==> src/tpsd_pkg.sv <==
// ============================================================================
// tpsd_pkg
// Shared types and constants of the TGA pixel stream decoder.
// ============================================================================
package tpsd_pkg;

    localparam int CFG_INDEX_WIDTH = 2;
    localparam int CFG_DATA_WIDTH  = 32;

    localparam logic [CFG_INDEX_WIDTH-1:0] REG_COMPRESSED  = 2'd0;
    localparam logic [CFG_INDEX_WIDTH-1:0] REG_PIXEL_BYTES = 2'd1;
    localparam logic [CFG_INDEX_WIDTH-1:0] REG_PIXEL_TOTAL = 2'd2;

    localparam logic [1:0] ST_OK          = 2'd0;
    localparam logic [1:0] ST_CLIPPED     = 2'd1;
    localparam logic [1:0] ST_UNSUPPORTED = 2'd2;

    localparam logic [2:0] BYTES_555  = 3'd2;
    localparam logic [2:0] BYTES_BGR  = 3'd3;
    localparam logic [2:0] BYTES_BGRA = 3'd4;

    localparam logic [7:0] RUN_FLAG_MIN = 8'd128;
    localparam logic [7:0] RUN_BIAS     = 8'd127;

    typedef struct packed {
        logic       compressed;
        logic [2:0] nb;
        logic       restart;
    } t_cfg;

    typedef struct packed {
        logic [7:0] red;
        logic [7:0] green;
        logic [7:0] blue;
        logic [7:0] alpha;
        logic [7:0] repeat_res;
        logic       last_pixel;
        logic [1:0] status;
    } t_pixel;

endpackage

==> src/tga_pixel_stream_decoder_unit.sv <==
// ============================================================================
// tga_pixel_stream_decoder_unit
// TGA pixel data decoder: bytes in, RGBA pixel beats with repeat counts out.
// ============================================================================
//
//  Channel  Direction  Handshake                   Payload
//  -------  ---------  --------------------------  ------------------------------
//  in       sink       i_in_valid / o_in_stall     i_data_byte
//  out      source     o_out_valid / i_out_stall   o_red .. o_alpha, o_repeat_res,
//                                                  o_last_pixel, o_status
//  cfg      sink       i_cfg_valid / o_cfg_ready   i_cfg_index, i_cfg_data
//
// One byte is accepted every cycle unless the input stalls; a pixel beat is
// decoded from the input register and then held in the result register.
// The decode state is updated once per byte in a single combinational pass.
// Reset is synchronous and restores the register reset values.
// A stalled output holds the pipeline; the input stalls only while the
// result register is full and stalled.
//
module tga_pixel_stream_decoder_unit
    import tpsd_pkg::*;
#(
    parameter int COUNT_WIDTH = 32
) (
    input  logic                       i_clk,
    input  logic                       i_rst_n,
    input  logic                       i_in_valid,
    output logic                       o_in_stall,
    input  logic [7:0]                 i_data_byte,
    output logic                       o_out_valid,
    input  logic                       i_out_stall,
    output logic [7:0]                 o_red,
    output logic [7:0]                 o_green,
    output logic [7:0]                 o_blue,
    output logic [7:0]                 o_alpha,
    output logic [7:0]                 o_repeat_res,
    output logic                       o_last_pixel,
    output logic [1:0]                 o_status,
    input  logic                       i_cfg_valid,
    output logic                       o_cfg_ready,
    input  logic [CFG_INDEX_WIDTH-1:0] i_cfg_index,
    input  logic [CFG_DATA_WIDTH-1:0]  i_cfg_data
);

    t_cfg                   cfg;
    logic [COUNT_WIDTH-1:0] reload;
    logic                   r_in_valid;
    logic [7:0]             r_in_byte;
    logic                   advance;
    logic                   fire;
    logic                   in_accept;
    logic                   res_valid;
    t_pixel                 res;
    t_pixel                 out_res;

    assign o_cfg_ready = 1'b1;
    assign advance     = !o_out_valid || !i_out_stall;
    assign fire        = r_in_valid && advance;
    assign o_in_stall  = r_in_valid && !advance;
    assign in_accept   = i_in_valid && !o_in_stall;

    always_ff @(posedge i_clk) begin
        if (!i_rst_n) begin
            r_in_valid <= 1'b0;
        end else if (in_accept) begin
            r_in_valid <= 1'b1;
        end else if (advance) begin
            r_in_valid <= 1'b0;
        end
    end

    always_ff @(posedge i_clk) begin
        if (in_accept) begin
            r_in_byte <= i_data_byte;
        end
    end

    tpsd_cfg #(
        .COUNT_WIDTH(COUNT_WIDTH)
    ) u_cfg (
        .i_clk       (i_clk),
        .i_rst_n     (i_rst_n),
        .i_cfg_valid (i_cfg_valid),
        .i_cfg_index (i_cfg_index),
        .i_cfg_data  (i_cfg_data),
        .o_cfg       (cfg),
        .o_reload    (reload)
    );

    tpsd_decode #(
        .COUNT_WIDTH(COUNT_WIDTH)
    ) u_decode (
        .i_clk       (i_clk),
        .i_rst_n     (i_rst_n),
        .i_cfg       (cfg),
        .i_reload    (reload),
        .i_fire      (fire),
        .i_byte      (r_in_byte),
        .o_res_valid (res_valid),
        .o_res       (res)
    );

    tpsd_out_reg u_out_reg (
        .i_clk       (i_clk),
        .i_rst_n     (i_rst_n),
        .i_advance   (advance),
        .i_fire      (fire),
        .i_res_valid (res_valid),
        .i_res       (res),
        .o_valid     (o_out_valid),
        .o_res       (out_res)
    );

    assign o_red        = out_res.red;
    assign o_green      = out_res.green;
    assign o_blue       = out_res.blue;
    assign o_alpha      = out_res.alpha;
    assign o_repeat_res = out_res.repeat_res;
    assign o_last_pixel = out_res.last_pixel;
    assign o_status     = out_res.status;

endmodule

==> src/tpsd_cfg.sv <==
// ============================================================================
// tpsd_cfg
// Configuration registers, effective pixel size and counter reload value.
// ============================================================================
module tpsd_cfg
    import tpsd_pkg::*;
#(
    parameter int COUNT_WIDTH = 32
) (
    input  logic                       i_clk,
    input  logic                       i_rst_n,
    input  logic                       i_cfg_valid,
    input  logic [CFG_INDEX_WIDTH-1:0] i_cfg_index,
    input  logic [CFG_DATA_WIDTH-1:0]  i_cfg_data,
    output t_cfg                       o_cfg,
    output logic [COUNT_WIDTH-1:0]     o_reload
);

    logic                      r_compressed;
    logic [2:0]                r_pixel_bytes;
    logic [CFG_DATA_WIDTH-1:0] r_pixel_total;
    logic                      n_restart;
    logic [CFG_DATA_WIDTH-1:0] n_pixel_total;
    logic [COUNT_WIDTH-1:0]    n_masked;

    always_ff @(posedge i_clk) begin
        if (!i_rst_n) begin
            r_compressed  <= 1'b0;
            r_pixel_bytes <= BYTES_BGR;
            r_pixel_total <= CFG_DATA_WIDTH'(1);
        end else if (i_cfg_valid) begin
            case (i_cfg_index)
                REG_COMPRESSED:  r_compressed  <= i_cfg_data[0];
                REG_PIXEL_BYTES: r_pixel_bytes <= i_cfg_data[2:0];
                REG_PIXEL_TOTAL: r_pixel_total <= i_cfg_data;
                default: ;
            endcase
        end
    end

    always_comb begin
        n_restart = 1'b0;
        case (i_cfg_index)
            REG_COMPRESSED, REG_PIXEL_BYTES, REG_PIXEL_TOTAL: n_restart = i_cfg_valid;
            default: n_restart = 1'b0;
        endcase
    end

    // A write of the pixel total restarts the image with the new count.
    always_comb begin
        if (i_cfg_valid && i_cfg_index == REG_PIXEL_TOTAL) begin
            n_pixel_total = i_cfg_data;
        end else begin
            n_pixel_total = r_pixel_total;
        end
    end

    assign n_masked = n_pixel_total[COUNT_WIDTH-1:0];
    assign o_reload = (n_masked == '0) ? COUNT_WIDTH'(1) : n_masked;

    always_comb begin
        o_cfg.compressed = r_compressed;
        o_cfg.restart    = n_restart;
        if (r_pixel_bytes < BYTES_555) begin
            o_cfg.nb = BYTES_555;
        end else if (r_pixel_bytes > BYTES_BGRA) begin
            o_cfg.nb = BYTES_BGRA;
        end else begin
            o_cfg.nb = r_pixel_bytes;
        end
    end

endmodule

==> src/tpsd_decode.sv <==
// ============================================================================
// tpsd_decode
// Packet and pixel state with the single-pass pixel decode of one byte.
// ============================================================================
module tpsd_decode
    import tpsd_pkg::*;
#(
    parameter int COUNT_WIDTH = 32
) (
    input  logic                   i_clk,
    input  logic                   i_rst_n,
    input  t_cfg                   i_cfg,
    input  logic [COUNT_WIDTH-1:0] i_reload,
    input  logic                   i_fire,
    input  logic [7:0]             i_byte,
    output logic                   o_res_valid,
    output t_pixel                 o_res
);

    logic                   r_expect_header;
    logic                   r_run_packet;
    logic [7:0]             r_packet_left;
    logic [1:0]             r_byte_index;
    logic [23:0]            r_held;
    logic [COUNT_WIDTH-1:0] r_pixels_left;

    logic                   n_expect_header;
    logic                   n_run_packet;
    logic [7:0]             n_packet_left;
    logic [1:0]             n_byte_index;
    logic [23:0]            n_held;
    logic [COUNT_WIDTH-1:0] n_pixels_left;
    logic [COUNT_WIDTH-1:0] n_after;
    logic [15:0]            n_word;
    logic [7:0]             n_dec;

    always_comb begin
        n_expect_header = r_expect_header;
        n_run_packet    = r_run_packet;
        n_packet_left   = r_packet_left;
        n_byte_index    = r_byte_index;
        n_held          = r_held;
        n_pixels_left   = r_pixels_left;
        n_after         = r_pixels_left;
        n_word          = {i_byte, r_held[7:0]};
        n_dec           = '0;
        o_res_valid     = 1'b0;
        o_res           = '0;
        o_res.repeat_res = 8'd1;
        o_res.status     = ST_OK;

        if (i_cfg.compressed && r_expect_header) begin
            n_run_packet    = i_byte[7];
            n_packet_left   = (i_byte >= RUN_FLAG_MIN) ? 8'(i_byte - RUN_BIAS)
                                                       : 8'(i_byte + 8'd1);
            n_expect_header = 1'b0;
            n_byte_index    = '0;
            n_held          = '0;
        end else if (({1'b0, r_byte_index} + 3'd1) < i_cfg.nb) begin
            case (r_byte_index)
                2'd0:    n_held = {r_held[23:8], r_held[7:0] | i_byte};
                2'd1:    n_held = {r_held[23:16], r_held[15:8] | i_byte, r_held[7:0]};
                2'd2:    n_held = {r_held[23:16] | i_byte, r_held[15:0]};
                default: n_held = r_held;
            endcase
            n_byte_index = 2'(r_byte_index + 2'd1);
        end else begin
            o_res_valid = 1'b1;
            case (i_cfg.nb)
                BYTES_555: begin
                    o_res.blue  = {n_word[4:0], 3'b000};
                    o_res.green = {n_word[9:5], 3'b000};
                    o_res.red   = {n_word[14:10], 3'b000};
                end
                BYTES_BGR: begin
                    o_res.blue  = r_held[7:0];
                    o_res.green = r_held[15:8];
                    o_res.red   = i_byte;
                end
                default: begin
                    o_res.blue  = r_held[7:0];
                    o_res.green = r_held[15:8];
                    o_res.red   = r_held[23:16];
                    o_res.alpha = i_byte;
                end
            endcase
            n_byte_index = '0;
            n_held       = '0;

            if (i_cfg.compressed) begin
                if (i_cfg.nb == BYTES_555) begin
                    o_res.red    = '0;
                    o_res.green  = '0;
                    o_res.blue   = '0;
                    o_res.alpha  = '0;
                    o_res.status = ST_UNSUPPORTED;
                end
                if (r_run_packet) begin
                    o_res.repeat_res = (r_packet_left == '0) ? 8'd1 : r_packet_left;
                    n_packet_left    = '0;
                    n_expect_header  = 1'b1;
                end else begin
                    n_dec = (r_packet_left == '0) ? 8'd0 : 8'(r_packet_left - 8'd1);
                    n_packet_left = n_dec;
                    if (n_dec == '0) begin
                        n_expect_header = 1'b1;
                    end
                end
            end

            if (COUNT_WIDTH'(o_res.repeat_res) > r_pixels_left) begin
                o_res.repeat_res = r_pixels_left[7:0];
                o_res.status     = ST_CLIPPED;
            end
            n_after       = r_pixels_left - COUNT_WIDTH'(o_res.repeat_res);
            n_pixels_left = n_after;
            if (n_after == '0) begin
                o_res.last_pixel = 1'b1;
                n_pixels_left    = i_reload;
            end
        end
    end

    always_ff @(posedge i_clk) begin
        if (!i_rst_n) begin
            r_expect_header <= 1'b1;
            r_run_packet    <= 1'b0;
            r_packet_left   <= '0;
            r_byte_index    <= '0;
            r_held          <= '0;
            r_pixels_left   <= COUNT_WIDTH'(1);
        end else if (i_cfg.restart) begin
            r_expect_header <= 1'b1;
            r_run_packet    <= 1'b0;
            r_packet_left   <= '0;
            r_byte_index    <= '0;
            r_held          <= '0;
            r_pixels_left   <= i_reload;
        end else if (i_fire) begin
            r_expect_header <= n_expect_header;
            r_run_packet    <= n_run_packet;
            r_packet_left   <= n_packet_left;
            r_byte_index    <= n_byte_index;
            r_held          <= n_held;
            r_pixels_left   <= n_pixels_left;
        end
    end

endmodule

==> src/tpsd_out_reg.sv <==
// ============================================================================
// tpsd_out_reg
// Result register that holds a decoded pixel beat until it is taken.
// ============================================================================
module tpsd_out_reg
    import tpsd_pkg::*;
(
    input  logic   i_clk,
    input  logic   i_rst_n,
    input  logic   i_advance,
    input  logic   i_fire,
    input  logic   i_res_valid,
    input  t_pixel i_res,
    output logic   o_valid,
    output t_pixel o_res
);

    logic   r_valid;
    t_pixel r_res;

    always_ff @(posedge i_clk) begin
        if (!i_rst_n) begin
            r_valid <= 1'b0;
        end else if (i_advance) begin
            r_valid <= i_fire && i_res_valid;
        end
    end

    always_ff @(posedge i_clk) begin
        if (i_advance && i_fire && i_res_valid) begin
            r_res <= i_res;
        end
    end

    assign o_valid = r_valid;
    assign o_res   = r_res;

endmodule

==> config.mk <==
export PLATFORM = sky130hd
export DESIGN_NAME = tga_pixel_stream_decoder_unit
export DESIGN_NICKNAME = d
export VERILOG_FILES = /design/src/tpsd_pkg.sv /design/src/tga_pixel_stream_decoder_unit.sv /design/src/tpsd_cfg.sv /design/src/tpsd_decode.sv /design/src/tpsd_out_reg.sv
export SDC_FILE = /design/constraint.sdc
export NUM_CORES = 1
export LEC_CHECK = 0
export ABC_AREA = 1
export ABC_CLOCK_PERIOD_IN_PS = 6000
export CORE_MARGIN = 3
export CORE_UTILIZATION = 55
export CTS_CLUSTER_DIAMETER = 60
export DETAILED_ROUTE_END_ITERATION = 10
export DONT_BUFFER_PORTS = 1
export GPL_TIMING_DRIVEN = 0
export PLACE_DENSITY_LB_ADDON = 0.12
export REMOVE_ABC_BUFFERS = 1
export SETUP_SLACK_MARGIN = 0.2
export SKIP_LAST_GASP = 1
export SYNTH_ARGS = -nofsm -noshare
export SYNTH_HDL_FRONTEND = slang
export SYNTH_HIERARCHICAL = 1
export SYNTH_SLANG_ARGS = --single-unit
==> constraint.sdc <==
create_clock -name i_clk -period 6 [get_ports i_clk]
set_clock_uncertainty 0.05 [all_clocks]
set_input_delay 0.3 -clock i_clk [delete_from_list [all_inputs] [get_ports i_clk]]
set_output_delay 0.3 -clock i_clk [all_outputs]
set_load 0.1 [all_outputs]
# Word-level counts from Yosys, hierarchy flattened
# Index checks and enable logic that the tools add are counted.
word_totals:
  reg_bits: 157
  in_bits: 47
  out_inout_bits: 46
  word_cells: 136
op_classes:
  add_sub_neg: 6
  n_lt_le_gt_ge: 5
  n_eq_ne: 15
  mux: 45
  bitwise: 5
  reduce_logical: 38
ops:
  columns: ["cell", "count"]
  rows:
  - ["2-to-1 mux 32 bit", 8]
  - ["2-to-1 mux 40 bit", 3]
  - ["2-to-1 mux 8 bit", 12]
  - ["one-hot mux 24 bit (3 select lines)", 1]
  - ["zero test 32 bit", 2]
  - ["2-to-1 mux 24 bit", 2]
  - ["one-hot mux 24 bit (2 select lines)", 1]
  - ["> comparator 8 x 32 -> 1 bit", 1]
  - ["subtractor 32 x 8 -> 32 bit", 1]
  - ["bitwise OR 8 bit", 3]
  - ["!= test 3 x 2 -> 1 bit (second input constant)", 6]
  - ["zero test 8 bit", 2]
  - ["AND reduction 4 bit", 4]
  - ["2-to-1 mux 1 bit", 13]
  - ["adder 8 x 1 -> 8 bit (second input constant)", 1]
  - [">= comparator 8 bit (second input constant)", 1]
  - ["logical AND 1 bit", 8]
  - ["AND reduction 2 bit", 4]
  - ["subtractor 8 x 1 -> 8 bit (second input constant)", 1]
  - ["subtractor 8 x 7 -> 8 bit (second input constant)", 1]
  - ["== test 3 x 2 -> 1 bit (second input constant)", 2]
  - ["2-to-1 mux 2 bit", 3]
  - ["2-to-1 mux 3 bit", 2]
  - ["AND reduction 3 bit", 2]
  - ["other kinds (18)", 30]

# Longest topological paths before layout
# Gate-level depths: netlist of the first run.
depth:
  ltp_word: 21
  mapped_depth: 40

# Cells and area by module
# The synthesis of the first run kept the hierarchy.
modules_own_cells:
  columns: ["mod", "instances", "cells_per_inst", "area_each_um2", "seq_area_each_um2"]
  rows:
  - ["tpsd_decode", 1, 997, 5911.9, 1361.3]
  - ["tpsd_cfg", 1, 296, 1830.5, 720.7]
  - ["tpsd_out_reg", 1, 50, 1345.0, 1311.3]
  - ["tga_pixel_stream_decoder_unit", 1, 20, 320.3, 260.2]

# Worst setup path after synthesis of the first run
# Ideal clock, no wire load.
synth_timing:
  path_kind: "flip-flop to flip-flop"
  startpoint: "reg u_decode.r_packet_left[0]"
  endpoint: "reg u_decode.r_pixels_left[6]"
  setup_ns: 0.117
  t_arrival_ns: 4.299
  required_time_ns: 5.833
  slack_ns: 1.534
  stages_incl_launch_ff: 35
  n_path_buf: 3
  synth_period_minus_slack_ns: 4.466
  path_cell_list: "dfxtp_1 > inv_1 > ha_1 > nand4_1 > inv_1 > nor2_1 > inv_1 > nor2_1 > ha_1 > nand2_1 > nor2_1 > a2111oi_0 > nand2_1 > inv_1 > buf_2 > nand2_1 > o21ai_0 > ha_1 > or2_1 > nand3_2 > nand2_2 > nand2_2 > buf_6 > nand3_1 > nand2_1 > nand2_1 > nor2_1 > nand2_1 > nor2_2 > nand3_4 > buf_4 > nand3_1 > nand2_1 > nor2_1 > nor2_1"
synth_via:
  elab_chain_cells: 17
synth_rtl:
  columns: ["item", "line_no", "source"]
  rows:
  - ["from (decl)", "tpsd_decode.sv:22", "logic [7:0] r_packet_left;"]
  - ["from (signal assigned)", "tpsd_decode.sv:142", "r_packet_left <= n_packet_left;"]
  - ["zero test 8 bit", "tpsd_decode.sv:99", "o_res.repeat_res = (r_packet_left == '0) ? 8'd1 : r_packet_left;"]
  - ["2-to-1 mux 8 bit *", "tpsd_decode.sv:99", null]
  - ["2-to-1 mux 8 bit *", "tpsd_decode.sv:98", "if (r_run_packet) begin"]
  - ["2-to-1 mux 40 bit *", "tpsd_decode.sv:90", "if (i_cfg.compressed) begin"]
  - ["2-to-1 mux 40 bit *", "tpsd_decode.sv:59", "end else if (({1'b0, r_byte_index} + 3'd1) < i_cfg.nb) begin"]
  - ["2-to-1 mux 40 bit *", "tpsd_decode.sv:52", "if (i_cfg.compressed && r_expect_header) begin"]
  - ["> comparator 8 x 32 -> 1 bit", "tpsd_decode.sv:111", "if (COUNT_WIDTH'(o_res.repeat_res) > r_pixels_left) begin"]
  - ["2-to-1 mux 8 bit *", "tpsd_decode.sv:111", null]
  - ["2-to-1 mux 8 bit *", "tpsd_decode.sv:59", null]
  - ["2-to-1 mux 8 bit *", "tpsd_decode.sv:52", null]
  - ["subtractor 32 x 8 -> 32 bit *", "tpsd_decode.sv:115", "n_after = r_pixels_left - COUNT_WIDTH'(o_res.repeat_res);"]
  - ["zero test 32 bit", "tpsd_decode.sv:117", "if (n_after == '0) begin"]
  - ["2-to-1 mux 32 bit *", "tpsd_decode.sv:117", null]
  - ["2-to-1 mux 32 bit *", "tpsd_decode.sv:59", null]
  - ["2-to-1 mux 32 bit *", "tpsd_decode.sv:52", null]
  - ["2-to-1 mux 32 bit *", "tpsd_decode.sv:139", "end else if (i_fire) begin"]
  - ["2-to-1 mux 32 bit *", "tpsd_decode.sv:132", "end else if (i_cfg.restart) begin"]
  - ["to (signal assigned)", "tpsd_decode.sv:138", "r_pixels_left <= i_reload;"]
  - ["to (signal assigned)", "tpsd_decode.sv:145", "r_pixels_left <= n_pixels_left;"]
  - ["to (decl)", "tpsd_decode.sv:25", "logic [COUNT_WIDTH-1:0] r_pixels_left;"]
# Mark *: on every way between the ends. The rest lies on a longest branch, timed or not. The select of a mux whose other input is x is not followed.
# A chain may end at the register's enable or synchronous reset.

# Final worst setup path of the first run
layout_timing:
  startpoint: "reg u_decode.r_packet_left[0]"
  endpoint: "reg u_decode.r_pixels_left[1]"
# Same word-level chain as after synthesis.

==> results.toml, run 1 <==
[yosys]
seq_area_frac_synth_pct = 38.8
synth-edff-count = 51
syn_inst = 1363
synth.avg_cell_area_um2 = 6.90
syn_area_um2 = 9410
synthFlopType = "dfxtp_1"
yosys_register_bits = 157
async_flop_share_pct = 0
ys_types = 47
ys_warn_count = 6

[die]
die_area_um2 = 18700
fp.dieH_um = 137
die-width_um = 137
coreArea_um2 = 16600
start_util_pct = 56.5
io-pin-count = 93
fp-row-count = 47

[run]
drv_cap = 0

[critical_path]
cpPeakStageDelay_ns = 0.51
end_kind = "flip-flop"
crit_type = "flip-flop to flip-flop"
crit_arrival_ns = 5.69
path_common_cell = "nand2_1"
cp_slowest_cell = "fa_1"
worstPathRequired_ns = 6.33
critPathMaxFanout = 15
critPathLaunchType = "flip-flop"

[clocking]
clk_pin_slew_ns = 0.07
clockBufferDepth = 2
clock_latency_ns = 0.43
clkSinkCount = 157
htreeDepth = 4
cts_tree = "built"
cts_buffers = 17
cts-root-buf = "clkbuf_16"

[place]
numPortBuffers = 0
placed_area_um2 = 9390
hpwl_um = 16600
gp_congestion = 0.895
dp_cells = 1532

[power]
ir_drop_mv = 0.212
fin_total_pwr_uw = 3060
p_per_area_nw_per_um2 = 296
leakage_uw = 0.00476

[detailed_routing]
first_iter_violations = 649
wirelength_um = 25000
route.detailed.drc = 0
num_vias = 8596
routed_via_density = 5.40
ant_nets = 0
wl_per_cell_um = 15.7
drt-pass1-iter-count = 5

[sta]
setup-violations-final = 0
rsz0062_at_grt = "no"
drv_slew = 0
finalCritPeriodShare_pct = 89.4
finalCriticalPeriod_ns = 5.37
max_slew.worst_pin.slew_ns = 1.34
finalHoldViolations = 0
fmax_mhz = 186
maxSlewHeadroom_pct = 10.4

[min_path]
hp-class = "primary input to flip-flop"

[global_route]
track_usage_pct = 26.3
grt_overflow = 0
grt_pass1_wl_um = 38800
antenna_found_initial = 0
grt_max_degree = 62
grt_pass1_vias = 7737

[cells_and_area]
syn_to_final_growth_pct = 10.1
finalInstanceArea_um2 = 10400
drive_gt1_share_pct = 8.16
final_cell_mix = "318 x nand2_1, 218 x nor2_1, 208 x inv_1, 105 x dfxtp_1, 71 x nand3_1"
fin_nets = 1434
finalNonFillerCells = 1593
n_antenna_cell = 0
final_common_cell = "nand2_1"

[run_status]
status = "completed"
cells in the mapped netlist (all sizes together) (9+ instances only):
cell type  instances  share of area, %
nand2            331                14
nor2             227               9.5
inv              219               8.7
dfxtp            106                23
nand3             79               4.7
o21ai             72               3.9
a21oi             58               3.2
edfxtp            51                16
nand4             31               2.1
a21boi            29               2.7
clkbuf            28               1.1
nor3              27               1.6
ha                26               3.5
buf               24               2.2
a211oi            10              0.80
xor2               9              0.84
registers in the layout (all words and copies together) (netlist names), 2 cells and up:
name and cells:
u_cfg/r_pixel_total 32, u_decode/r_byte_index 2, u_decode/r_packet_left 8, u_decode/r_pixels_left 32, u_cfg/r_pixel_bytes 3, u_decode/r_held 24, r_in_byte 8, u_out_reg/o_res 43
where the power goes:
| group | leakage (µW) | total [µW] | switching (µW) | internal [µW] |
|---|---|---|---|---|
| clock | 0.000289 | 1090 | 526 | 562 |
| combinational | 0.00315 | 734 | 510 | 224 |
| sequential | 0.00132 | 1240 | 92.2 | 1150 |
worst paths after layout:
check	from	slack, ns	end	cells after the start
worst max-delay path	u_decode/r_packet_left[0]	0.63	u_decode/r_pixels_left[1]	34
worst min-delay path	i_cfg_data[5]	0.02	u_cfg/r_pixel_total[5]	2
worst max register to register	u_decode/r_packet_left[0]	0.63	u_decode/r_pixels_left[1]	34
worst min register to register	u_decode/r_held[15]	0.41	u_decode/r_held[15]	2
per-stage QoR:
stage                     hold slack [ns]  setup slack [ns]  setup TNS (ns)  utilization [%]
after global placement              0.332           -0.0299         -0.0608             56.3
after CTS                         0.00810             0.243               0             61.2
final                              0.0162             0.635               0             62.2
after floorplan                     0.319              1.14               0                -
after detailed placement            0.337           -0.0300         -0.0624             56.4
after global routing               0.0280             0.135               0             62.2
per-layer routing:
metal / part of all wire, % / vias up / global-route usage (%)
met5: 0 / - / 0
met4: 2.3 / 0 / 7.54
met3: 5.3 / 49 / 5.18
met2: 48 / 281 / 44.9
met1: 44 / 3909 / 33.9
li1: - / 4357 / -
final cells by class:
cell class              instances  area [µm²]
inverters                     221         835
clock inverters                15         169
multi-input cells             938        4740
repair buffers                 25         255
well taps                     220         275
fillers                      1545        6290
clock buffers                  17         425
flip-flops and latches        157        3650
cells by family after synthesis:
| logic type | Yosys count | share of synthesized area [%] |
|---|---|---|
| adders and majority gates | 27 | 3.67 |
| other | 1 | 0.0399 |
| AOI/OAI and AO/OA | 190 | 12.2 |
| DFF | 157 | 38.8 |
| buffers and inverters | 273 | 12.1 |
| xor gates and xnor gates | 10 | 0.931 |
| and+or+nand+nor | 705 | 32.2 |
worst max-delay path: cells and delay by family, from the launching register on:
kind / cells / cell delay (ns)
AOI/OAI and AO/OA: 2 / 0.52
buffers and inverters: 7 / 0.90
adders and majority gates: 3 / 0.97
and+or+nand+nor: 22 / 2.50
DFF: 1 / 0.36
timing repair:
item	in CTS	in global routing
gates cloned	3	2
setup buffers	0	11
endpoints found under the setup margin	32	33
hold endpoints to repair	46	0
gates resized for setup	5	12
pin swaps	2	5
hold buffers	13	0
Power figures use the tool's default switching activity.
==> inputs of run 2 (changes only) <==
--- a/config.mk
+++ b/config.mk
@@ -7,8 +7,11 @@
 export LEC_CHECK = 0
 export ABC_AREA = 1
 export ABC_CLOCK_PERIOD_IN_PS = 6000
+export CAP_MARGIN = 10
+export CELL_PAD_IN_SITES_DETAIL_PLACEMENT = 0
+export CELL_PAD_IN_SITES_GLOBAL_PLACEMENT = 1
 export CORE_MARGIN = 3
-export CORE_UTILIZATION = 55
+export CORE_UTILIZATION = 46
 export CTS_CLUSTER_DIAMETER = 60
 export DETAILED_ROUTE_END_ITERATION = 10
 export DONT_BUFFER_PORTS = 1
==> results.toml, run 2 (synthesized netlist as in run 1, its figures left out) <==
[run_status]
status = "completed"

[min_path]
whs_path_depth = 2
min-delay-start = "i_cfg_data[0]"
holdPathEnd = "u_cfg/r_compressed"
hp-class = "primary input to flip-flop"

[clocking]
cts_tree = "built"
clk_pin_slew_ns = 0.07
clock_latency_ns = 0.43
htreeDepth = 4
cts_buffers = 17
cts-root-buf = "clkbuf_16"
clkSinkCount = 157
clockBufferDepth = 2

[detailed_routing]
routed_via_density = 5.07
ant_nets = 0
wl_per_cell_um = 15.1
num_vias = 8286
drt-pass1-iter-count = 5
wirelength_um = 24700
first_iter_violations = 477
route.detailed.drc = 0

[critical_path]
critPathLaunchType = "flip-flop"
crit_arrival_ns = 5.62
cp_slowest_cell = "ha_1"
critPathMaxFanout = 15
timing.rr.start = "u_decode/r_packet_left[0]"
rr_endpoint = "u_decode/r_pixels_left[24]"
crit_type = "flip-flop to flip-flop"
reg2reg_slack_ns = 0.64
worstPathRequired_ns = 6.27
worst_r2r_path_depth = 29
cpPeakStageDelay_ns = 0.44
end_kind = "flip-flop"

[power]
ir_drop_mv = 0.203
fin_total_pwr_uw = 3040
p_per_area_nw_per_um2 = 294
leakage_uw = 0.00475

[cells_and_area]
fin_nets = 1429
n_antenna_cell = 0
final_common_cell = "nand2_1"
drive_gt1_share_pct = 7.75
syn_to_final_growth_pct = 9.93
final_cell_mix = "317 x nand2_1, 218 x nor2_1, 208 x inv_1, 106 x dfxtp_1, 71 x nand3_1"
largest_register_ffs = 43

[die]
fp-row-count = 51
die_area_um2 = 22200
coreArea_um2 = 19800
fp.dieH_um = 149
die-width_um = 149
start_util_pct = 47.6
io-pin-count = 93

[sta]
whs_ns = 0.0186
max_slew.worst_pin.slew_ns = 1.07
finalCriticalPeriod_ns = 5.36
finalHoldViolations = 0
maxSlewHeadroom_pct = 28.3
drv_slew = 0
rsz0062_at_grt = "no"
fmax_mhz = 187
setup-violations-final = 0
finalCritPeriodShare_pct = 89.3

[global_route]
grt_pass1_wl_um = 40000
grt_max_degree = 62
grt_most_used_layer = "met2"
antenna_found_initial = 0
use_met2_pct = 38.8
gr-usage-met3_pct = 3.46
track_usage_pct = 22.4
use_met1_pct = 29.5
grt_overflow = 0
grt_pass1_vias = 7804

[place]
gp_congestion = 0.909
hpwl_um = 17800
numPortBuffers = 0

[run]
drv_cap = 0
-- run 2: cell count changes in the layout (fill, tap and decap cells not counted), moves of 2 or more --
cell | before | now
buf_4 | 10 | 6
clkinv_4 | 0 | 2
inv_6 | 4 | 2
nand3_4 | 6 | 4
xor2_1 | 7 | 9
xor2_2 | 2 | 0
-- run 2: critical path, delay by kind of cell (launching register included) --
kind | cells | cell delay, ns
simple gates | 20 | 2.67
compound gates | 2 | 0.57
buf+inv | 4 | 0.56
flops | 1 | 0.38
fa+ha+maj | 3 | 0.98
-- run 2: layer usage --
layer	part of all wire, %	wire (µm)	vias up
li1	-	-	4338
met1	47	11600	3773
met2	49	12100	153
met3	2.9	721	22
met4	1.1	272	0
met5	0	0	-
-- run 2: power by group --
group	total [µW]	internal, µW	switching [µW]
clock network	1080	561	517
registers	1240	1150	93.1
logic	719	222	497
total	3040	1930	1110
-- run 2: worst max path at each step --
stage	depth (start not counted)	slack, ns	start	to
after floorplan	31	1.14	u_decode/r_packet_left[0]	u_decode/r_pixels_left[10]
after global placement	32	-0.41	u_decode/r_packet_left[0]	u_decode/r_pixels_left[1]
after detailed placement	32	-0.24	u_decode/r_packet_left[0]	u_decode/r_pixels_left[1]
after CTS	32	0.29	u_decode/r_packet_left[0]	u_decode/r_pixels_left[24]
after global routing	35	0.19	u_decode/r_packet_left[0]	u_decode/r_pixels_left[24]
final	29	0.64	u_decode/r_packet_left[0]	u_decode/r_pixels_left[24]
-- run 2: layout make-up --
cell class | instances | area [µm²]
fill | 2059 | 9440
multi-input combinational | 936 | 4690
sequential | 157 | 3650
inverter | 221 | 833
clock buffer | 17 | 425
tap | 265 | 332
timing repair buffer | 22 | 231
clock inverter | 15 | 174
-- run 2: repair_timing --
item                                    CTS  global route
setup buffers                             3             4
pin swaps                                 2             4
endpoints found under the setup margin   32            33
gates cloned                              3             0
endpoints found under the hold margin    46             0
hold buffers                             12             0
resized for setup                         5            10
-- run 2: per-stage QoR --
stage	setup slack [ns]	TNS [ns]	cell area, µm²	util, %	cells
finish	0.645	0	10300	52.3	1633
global route	0.187	0	10300	52.3	1633
CTS	0.287	0	10300	52.0	1629
detailed placement	-0.242	-2.09	9470	47.9	1579
global placement	-0.408	-6.81	9430	47.7	1576
floorplan	1.14	0	9100	-	1311
